<file path="config.mk">
export PLATFORM = sky130hd
export DESIGN_NAME = encs_ctrl
export DESIGN_NICKNAME = d
export VERILOG_FILES = /design/src/hw/rtl/encs_pkg.sv /design/src/hw/rtl/encs_ctrl.sv
export SDC_FILE = /design/constraint.sdc
export NUM_CORES = 1
export LEC_CHECK = 0
export BUFFER_PORTS_ARGS = -buffer_cell sky130_fd_sc_hd__buf_2
export CELL_PAD_IN_SITES_DETAIL_PLACEMENT = 0
export CELL_PAD_IN_SITES_GLOBAL_PLACEMENT = 1
export CORE_ASPECT_RATIO = 1.2
export CORE_MARGIN = 3
export CORE_UTILIZATION = 30
export CTS_CLUSTER_SIZE = 40
export DETAILED_ROUTE_END_ITERATION = 7
export HOLD_SLACK_MARGIN = 0.08
export PLACE_DENSITY_LB_ADDON = 0.1
export SLEW_MARGIN = 30
export SYNTH_ARGS = -nofsm -noshare
export SYNTH_HDL_FRONTEND = slang
export SYNTH_SLANG_ARGS = --single-unit
</file>
<file path="constraint.sdc">
create_clock -name clk -period 3.2 [get_ports clk]
set_clock_uncertainty 0.15 [all_clocks]
set_input_delay 0.48 -clock clk [delete_from_list [all_inputs] [get_ports clk]]
set_output_delay 0.48 -clock clk [all_outputs]
set_load 0.005 [all_outputs]
</file>
<file path="src/hw/rtl/encs_pkg.sv">
// encs_pkg: shared types, codes and helper functions of the elastic-net solver.
// Used by the interfaces, the controller, the datapath and the top level.
package encs_pkg;

    localparam int VALUE_W   = 32;
    localparam int CFG_W     = 31;
    localparam int CFG_IDX_W = 3;

    // configuration register indexes
    localparam logic [CFG_IDX_W-1:0] CFG_LASSO    = 3'd0;
    localparam logic [CFG_IDX_W-1:0] CFG_RIDGE    = 3'd1;
    localparam logic [CFG_IDX_W-1:0] CFG_SAMPLES  = 3'd2;
    localparam logic [CFG_IDX_W-1:0] CFG_FEATURES = 3'd3;
    localparam logic [CFG_IDX_W-1:0] CFG_SWEEPS   = 3'd4;
    localparam logic [CFG_IDX_W-1:0] CFG_THRESH   = 3'd5;

    // input item opcodes
    localparam logic [1:0] OP_FEATURE = 2'd0;
    localparam logic [1:0] OP_TARGET  = 2'd1;
    localparam logic [1:0] OP_RUN     = 2'd2;

    typedef enum logic [4:0] {
        DP_NOP,
        DP_RUN_INIT,
        DP_SWEEP_INIT,
        DP_RES_MUL,
        DP_RES_ACC,
        DP_RES_WR,
        DP_BIAS_DIV,
        DP_BIAS_SET,
        DP_CF_INIT,
        DP_CF_M1,
        DP_CF_T,
        DP_CF_M2,
        DP_CF_M3,
        DP_CF_ACC,
        DP_CF_DIV,
        DP_CF_UPD,
        DP_SWEEP_END,
        DP_EMIT
    } dp_op_t;

    typedef struct packed {
        dp_op_t op;
        logic   emit_bias;
    } dp_cmd_t;

    typedef struct packed {
        logic        conv_hit;
        logic        div_done;
        logic        out_free;
        logic [15:0] lim_m1;
    } dp_stat_t;

    typedef struct packed {
        logic               sat;
        logic signed [31:0] val;
    } clamp_t;

    function automatic clamp_t clamp32(input logic signed [79:0] v);
        clamp_t r;
        begin
            if (v > 80'sd2147483647)
            begin
                r.sat = 1'b1;
                r.val = 32'sh7FFFFFFF;
            end
            else if (v < -80'sd2147483648)
            begin
                r.sat = 1'b1;
                r.val = 32'sh80000000;
            end
            else
            begin
                r.sat = 1'b0;
                r.val = v[31:0];
            end
            return r;
        end
    endfunction

endpackage

</file>
<file path="src/hw/rtl/encs_ctrl.sv">
// encs_ctrl: sequencer for load, sweep and emit phases of the solver.
// Depends on encs_pkg for command and status types.
module encs_ctrl import encs_pkg::*; #(
    parameter int SW = 8,
    parameter int FW = 3
) (
    input  logic          clk,
    input  logic          rst_n,
    input  logic          item_fire,
    input  logic [1:0]    item_op,
    input  dp_stat_t      stat,
    input  logic [SW-1:0] ns_m1,
    input  logic [FW-1:0] nf_m1,
    output dp_cmd_t       cmd,
    output logic [SW-1:0] row_idx,
    output logic [FW-1:0] col_idx,
    output logic          idle
);
    typedef enum logic [21:0] {
        S_IDLE     = 22'h000001,
        S_RUN_INIT = 22'h000002,
        S_SW_INIT  = 22'h000004,
        S_R_RD     = 22'h000008,
        S_R_MUL    = 22'h000010,
        S_R_ACC    = 22'h000020,
        S_R_WR     = 22'h000040,
        S_B_DIV    = 22'h000080,
        S_B_WAIT   = 22'h000100,
        S_B_SET    = 22'h000200,
        S_C_INIT   = 22'h000400,
        S_C_RD     = 22'h000800,
        S_C_M1     = 22'h001000,
        S_C_T      = 22'h002000,
        S_C_M2     = 22'h004000,
        S_C_M3     = 22'h008000,
        S_C_ACC    = 22'h010000,
        S_C_DIV    = 22'h020000,
        S_C_WAIT   = 22'h040000,
        S_C_UPD    = 22'h080000,
        S_SW_END   = 22'h100000,
        S_EMIT     = 22'h200000
    } state_t;

    state_t        state_reg, state_next;
    logic [SW-1:0] row_reg, row_next;
    logic [FW-1:0] col_reg, col_next;
    logic [15:0]   sweep_reg, sweep_next;
    logic          bias_phase_reg, bias_phase_next;

    always_comb
    begin
        state_next      = state_reg;
        row_next        = row_reg;
        col_next        = col_reg;
        sweep_next      = sweep_reg;
        bias_phase_next = bias_phase_reg;
        cmd.op          = DP_NOP;
        cmd.emit_bias   = bias_phase_reg;
        unique case (state_reg)
            S_IDLE:
            begin
                if (item_fire && item_op == OP_RUN)
                    state_next = S_RUN_INIT;
            end
            S_RUN_INIT:
            begin
                cmd.op     = DP_RUN_INIT;
                sweep_next = '0;
                state_next = S_SW_INIT;
            end
            S_SW_INIT:
            begin
                cmd.op     = DP_SWEEP_INIT;
                row_next   = '0;
                col_next   = '0;
                state_next = S_R_RD;
            end
            S_R_RD:  state_next = S_R_MUL;
            S_R_MUL:
            begin
                cmd.op     = DP_RES_MUL;
                state_next = S_R_ACC;
            end
            S_R_ACC:
            begin
                cmd.op = DP_RES_ACC;
                if (col_reg == nf_m1)
                    state_next = S_R_WR;
                else
                begin
                    col_next   = col_reg + 1'b1;
                    state_next = S_R_RD;
                end
            end
            S_R_WR:
            begin
                cmd.op   = DP_RES_WR;
                col_next = '0;
                if (row_reg == ns_m1)
                begin
                    row_next   = '0;
                    state_next = S_B_DIV;
                end
                else
                begin
                    row_next   = row_reg + 1'b1;
                    state_next = S_R_RD;
                end
            end
            S_B_DIV:
            begin
                cmd.op     = DP_BIAS_DIV;
                state_next = S_B_WAIT;
            end
            S_B_WAIT:
            begin
                if (stat.div_done)
                    state_next = S_B_SET;
            end
            S_B_SET:
            begin
                cmd.op     = DP_BIAS_SET;
                state_next = S_C_INIT;
            end
            S_C_INIT:
            begin
                cmd.op     = DP_CF_INIT;
                row_next   = '0;
                state_next = S_C_RD;
            end
            S_C_RD:  state_next = S_C_M1;
            S_C_M1:
            begin
                cmd.op     = DP_CF_M1;
                state_next = S_C_T;
            end
            S_C_T:
            begin
                cmd.op     = DP_CF_T;
                state_next = S_C_M2;
            end
            S_C_M2:
            begin
                cmd.op     = DP_CF_M2;
                state_next = S_C_M3;
            end
            S_C_M3:
            begin
                cmd.op     = DP_CF_M3;
                state_next = S_C_ACC;
            end
            S_C_ACC:
            begin
                cmd.op = DP_CF_ACC;
                if (row_reg == ns_m1)
                begin
                    row_next   = '0;
                    state_next = S_C_DIV;
                end
                else
                begin
                    row_next   = row_reg + 1'b1;
                    state_next = S_C_RD;
                end
            end
            S_C_DIV:
            begin
                cmd.op     = DP_CF_DIV;
                state_next = S_C_WAIT;
            end
            S_C_WAIT:
            begin
                if (stat.div_done)
                    state_next = S_C_UPD;
            end
            S_C_UPD:
            begin
                cmd.op = DP_CF_UPD;
                if (col_reg == nf_m1)
                    state_next = S_SW_END;
                else
                begin
                    col_next   = col_reg + 1'b1;
                    state_next = S_C_INIT;
                end
            end
            S_SW_END:
            begin
                cmd.op = DP_SWEEP_END;
                if (stat.conv_hit || sweep_reg == stat.lim_m1)
                begin
                    col_next        = '0;
                    bias_phase_next = 1'b0;
                    state_next      = S_EMIT;
                end
                else
                begin
                    sweep_next = sweep_reg + 1'b1;
                    state_next = S_SW_INIT;
                end
            end
            S_EMIT:
            begin
                if (stat.out_free)
                begin
                    cmd.op = DP_EMIT;
                    if (bias_phase_reg)
                        state_next = S_IDLE;
                    else if (col_reg == nf_m1)
                        bias_phase_next = 1'b1;
                    else
                        col_next = col_reg + 1'b1;
                end
            end
            default: state_next = S_IDLE;
        endcase
    end

    always_ff @(posedge clk or negedge rst_n)
    begin
        if (!rst_n)
        begin
            state_reg      <= S_IDLE;
            row_reg        <= '0;
            col_reg        <= '0;
            sweep_reg      <= '0;
            bias_phase_reg <= 1'b0;
        end
        else
        begin
            state_reg      <= state_next;
            row_reg        <= row_next;
            col_reg        <= col_next;
            sweep_reg      <= sweep_next;
            bias_phase_reg <= bias_phase_next;
        end
    end

    assign row_idx = row_reg;
    assign col_idx = col_reg;
    assign idle    = (state_reg == S_IDLE);
endmodule

</file>
; Yosys cells after proc, flatten, opt, wreduce, memory -nomap -nowiden
; Cells that the tools add are included.
[totals]
register_bits = 50
wordCells = 83
[op_classes]
mux = 27
add_sub_neg = 3
n_reduce_logical = 14
eq_ne = 34
[ops]
columns = op, count
row1 = $pmux 22 s22, 1
row2 = $mux 22, 6
row3 = $pmux 5 s17, 1
row4 = $pmux 16 s2, 1
row5 = $eq 22x1->1 const B, 1
row6 = $eq 22x10->1 const B, 1
row7 = $eq 22x11->1 const B, 1
row8 = $eq 22x12->1 const B, 1
row9 = $eq 22x13->1 const B, 1
row10 = $eq 22x14->1 const B, 1
row11 = $eq 22x15->1 const B, 1
row12 = $eq 22x16->1 const B, 1
row13 = $eq 22x17->1 const B, 1
row14 = $eq 22x18->1 const B, 1
row15 = $eq 22x19->1 const B, 1
row16 = $eq 22x2->1 const B, 1
row17 = $eq 22x20->1 const B, 1
row18 = $eq 22x21->1 const B, 1
row19 = $eq 22x22->1 const B, 1
row20 = $eq 22x3->1 const B, 1
row21 = $eq 22x4->1 const B, 1
row22 = $eq 22x5->1 const B, 1
row23 = $eq 22x6->1 const B, 1
row24 = $eq 22x7->1 const B, 1
row25 = other kinds (31), 49

; Longest topological paths before layout
[depth]
word_depth = 5
mapped_depth = 8
depth_no_buf = 6

; Worst setup path before layout
; No wires, ideal clock.
[synth_path]
kind = register -> output
from = reg state_reg[1]
to = out cmd[5] (netlist bit)
arrival_ns = 1.834
stages_incl_launch_ff = 6
setup_slack_ns = 0.736
cell_sequence = dfrtp_1 > or4_1 > buf_8 > or3_1 > or2_2 > nand2_1
[synth_rtl]
columns = element, line
row1 = "start, declared", encs_ctrl.sv:44  ; state_t state_reg, state_next;
row2 = "start signal, assigned", encs_ctrl.sv:231  ; state_reg <= state_next;
row3 = "end, declared", encs_ctrl.sv:14  ; output dp_cmd_t cmd,

==> summary.md <==
| Metric | Value |
|---|---|
| Worst setup EP type | `primary output` |
| Worst ir drop on vdd | `0.249 mV` |
| Buffers on Ports | `52` |
| Layout cell share with drive strength beyond 1 | `0.252` |
| Total global-route track usage | `0.171` |
| Initial DRC Count | `114` |
| Number of distinct library cells after synthesis | `between 60 and 70` |
| Number of diodes | `0` |
| P per Cell Area | `roughly 460 nW/um^2` |
| Post-synthesis cell area | `3340 sq um` |
| Pleak | `1.84 nW` |
| # rows | `41` |
| Die Span X | `102 microns` |
| RSZ-0062 raised after global routing | `false` |
| Layout Area Growth over Synthesis | `20.1%` |
| Clk slew on worst S/H paths | `0.07 ns` |
| Nets | `462` |
| Core Region | `10,700 sq um` |
| Sw Share | `0.326` |
| CP Capture Point | `cmd[2]` |
| Via count | `~3,000` |
| Largest net degree at the start of global routing | `25` |
| Initial core utilization | `0.313` |
| Period utilization | `0.934` |
| Status | `finished, final reports clean` |
| CTS tree | `done` |
| Avg WL per Cell | `18.1 microns` |
| Synth Register Bits | `50` |
| Die ar. | `roughly 12,000 sq um` |
| FF-to-FF setup slack | `0.35 ns` |
| Total negative setup slack | `0 ns` |
| Worst Max-Slew Pin Slew | `0.700 ns` |
| R2R depth | `6` |
| Worst R2R End | `sweep_reg[4]` |
| Comb pwr share | `0.257` |
| Final hold slack | `~0.35 ns` |
| Ports | `53` |
| Post-route ant nets | `0` |
| CTS buffer count | `5` |
| Yosys warns | `0` |
| FF-to-FF Start | `sweep_reg[10]` |
| Hold WC Path Type | `in2reg` |
| NetSw | `601 uW` |
| Vias per std cell | `5.39` |
| Mapped Nets | `393` |
| Final hold viol count | `0` |
| Fmax | `335 MHz` |
| Mapped Cells | `around 360` |
| Max_slew headroom | `0.529` |
| EDFF count, synth | `0` |
| H-tree depth | `2` |
| Max-cap violations | `0` |
| DRC violations left | `0` |
| Die H | `between 100 and 150 microns` |
| GPL Wtd Cong | `0.867` |
| Initial antenna violation count | `0` |
| CP Class | `reg2out` |
| Setup violation total in the final timing report | `0` |
| Drt first pass iters | `4` |
| Clock Root Buffer | `clkbuf_16` |
| Async set-or-reset flop fraction in the synthesized netlist | `1.00` |
| Pint | `1.24 mW` |
| Final wirelength | `a little over 10 mm` |
| Max-slew violations | `0` |
| Max reg flops | `22` |
| Clock sinks | `50` |
| DPL Wire Length | `7.99 mm` |
| Reg power frac | `0.414` |
| GRT overflow | `0` |
| Post-route minimum period | `2.99 ns` |
| Seq/Total Area, Yosys | `0.375` |
| Worst skew pair latency | `0.30 ns` |
| Largest fanout on the critical path | `7` |
| Vias in the first global route | `slightly above 3,000` |
| Critical Path Start Type | `register` |
| Origin of the worst setup path | `state_reg[4]` |
| Req. time, crit path | `2.57 ns` |
| Post-Synthesis Mean Instance Area | `9.40 sq um` |
| Clock Tree Buf Depth | `2` |
| Worst Path Arrival | `2.36 ns` |
| Clock network power share | `0.329` |
| First-pass GRT wire length | `16.3 mm` |
| Most used DFF post-synth | `dfrtp_1` |
stage by stage:
step                      utilization  power, mW  cell area, sq um  worst slack, ns  cells
after global routing            0.376       1.96              4010           0.0417    554
after detailed placement        0.358       1.25              3820            0.215    544
after global placement          0.358       1.25              3820            0.213    544
after floorplan                     -       1.05              3340            0.736    355
after CTS                       0.375       1.86              4000           0.0596    553
final                           0.376       1.84              4010            0.211    554
Yosys cell counts, drive strengths merged (4+ instances only):
cell type,instances,area [sq um]
a21o,6,45.0
nor4b,4,35.0
xnor2,15,131
nor4,17,158
a211oi,5,37.5
o21ai,16,80.1
nor3,19,123
or4b,4,40.0
or3,9,57.6
nand4,13,87.6
dfrtp,49,1230
o31ai,6,45.0
a21oi,4,20.0
nand2,28,110
nand4b,4,35.0
mux2i,5,50.1
inv,6,22.5
or4,8,65.1
buf,5,46.3
nand3,26,135
and3,6,37.5
xor2,23,201
nor2,28,105
or2,4,25.0
per-layer routing:
| layer | wire [microns] | track usage |
|---|---|---|
| met5 | 0 | 0 |
| met4 | 301 | 0.0697 |
| met3 | 302 | 0.0293 |
| met2 | 5190 | 0.300 |
| met1 | 4270 | 0.205 |
power by group through the flow:
stage | Clock, mW | Sequential, mW | Combinational (mW)
floorplan | 0 | 0.756 | 0.298
global placement | 0 | 0.772 | 0.481
detailed placement | 0 | 0.773 | 0.474
CTS | 0.623 | 0.761 | 0.477
global route | 0.648 | 0.774 | 0.535
finish | 0.606 | 0.762 | 0.474
area by class of cell:
class                   count  area (sq um)
fillers                  1135          6660
inverters                   6          22.5
flip-flops and latches     50          1250
repair buffers             70           398
multi-input cells         291          2010
clock buffers               8           166
well taps                 129           161
cell usage in the layout, fill, tap and decap left out, types with 4 or more instances in the layout:
cell / Yosys / routed
or4_1: 6 / 5
xnor2_1: 15 / 15
nand4_1: 12 / 12
or4b_2: 4 / 4
or3_1: 8 / 8
o21ai_0: 12 / 12
buf_4: 2 / 17
dfrtp_1: 49 / 49
mux2i_1: 5 / 5
nor3_1: 16 / 16
clkbuf_16: 0 / 5
buf_2: 1 / 52
o31ai_1: 6 / 6
nand3_1: 25 / 25
a211oi_1: 5 / 5
a21o_1: 6 / 6
xor2_1: 23 / 23
nor2_1: 28 / 28
a21oi_1: 4 / 4
nor4b_1: 4 / 4
nand4b_1: 4 / 4
o21ai_1: 4 / 4
nor4_1: 13 / 13
inv_1: 6 / 6
and3_1: 6 / 6
nand2_1: 26 / 26
worst min-delay path by stage:
| stage | start | end | slack (ns) | cells after the start |
|---|---|---|---|---|
| 2_1_floorplan | rst_n | bias_phase_reg | 0.03 | 0 |
| 3_3_place_gp | rst_n | sweep_reg[15] | 0.17 | 1 |
| 3_5_place_dp | rst_n | sweep_reg[15] | 0.17 | 1 |
| 4_1_cts | item_op[0] | state_reg[1] | 0.35 | 3 |
| 5_1_grt | item_op[0] | state_reg[1] | 0.36 | 3 |
| 6_report | item_op[0] | state_reg[1] | 0.35 | 3 |
worst max-delay path: stages, from the launching register on:
cell,delay (ns)
dfrtp_1,0.46
nor4_4,0.49
nand4_2,0.30
nor3_1,0.40
nor4_1,0.14
nand2_1,0.14
buf_2,0.13
kinds of logic after synthesis:
group           after synthesis  synth area share
mux                           8            0.0251
xor+xnor                     38            0.0998
flops                        50             0.375
fa+ha+maj                     3            0.0113
compound gates               56             0.123
simple gates                186             0.342
buf+inv                      14            0.0240
repair_timing:
action / in CTS / in global routing
hold endpoints to repair: 5 / 0
buffers inserted: 0 / 1
gates resized for setup: 0 / 1
setup endpoints to repair: 0 / 2
hold buffers: 1 / 0
Note: power is estimated with default switching activity, not from simulation.
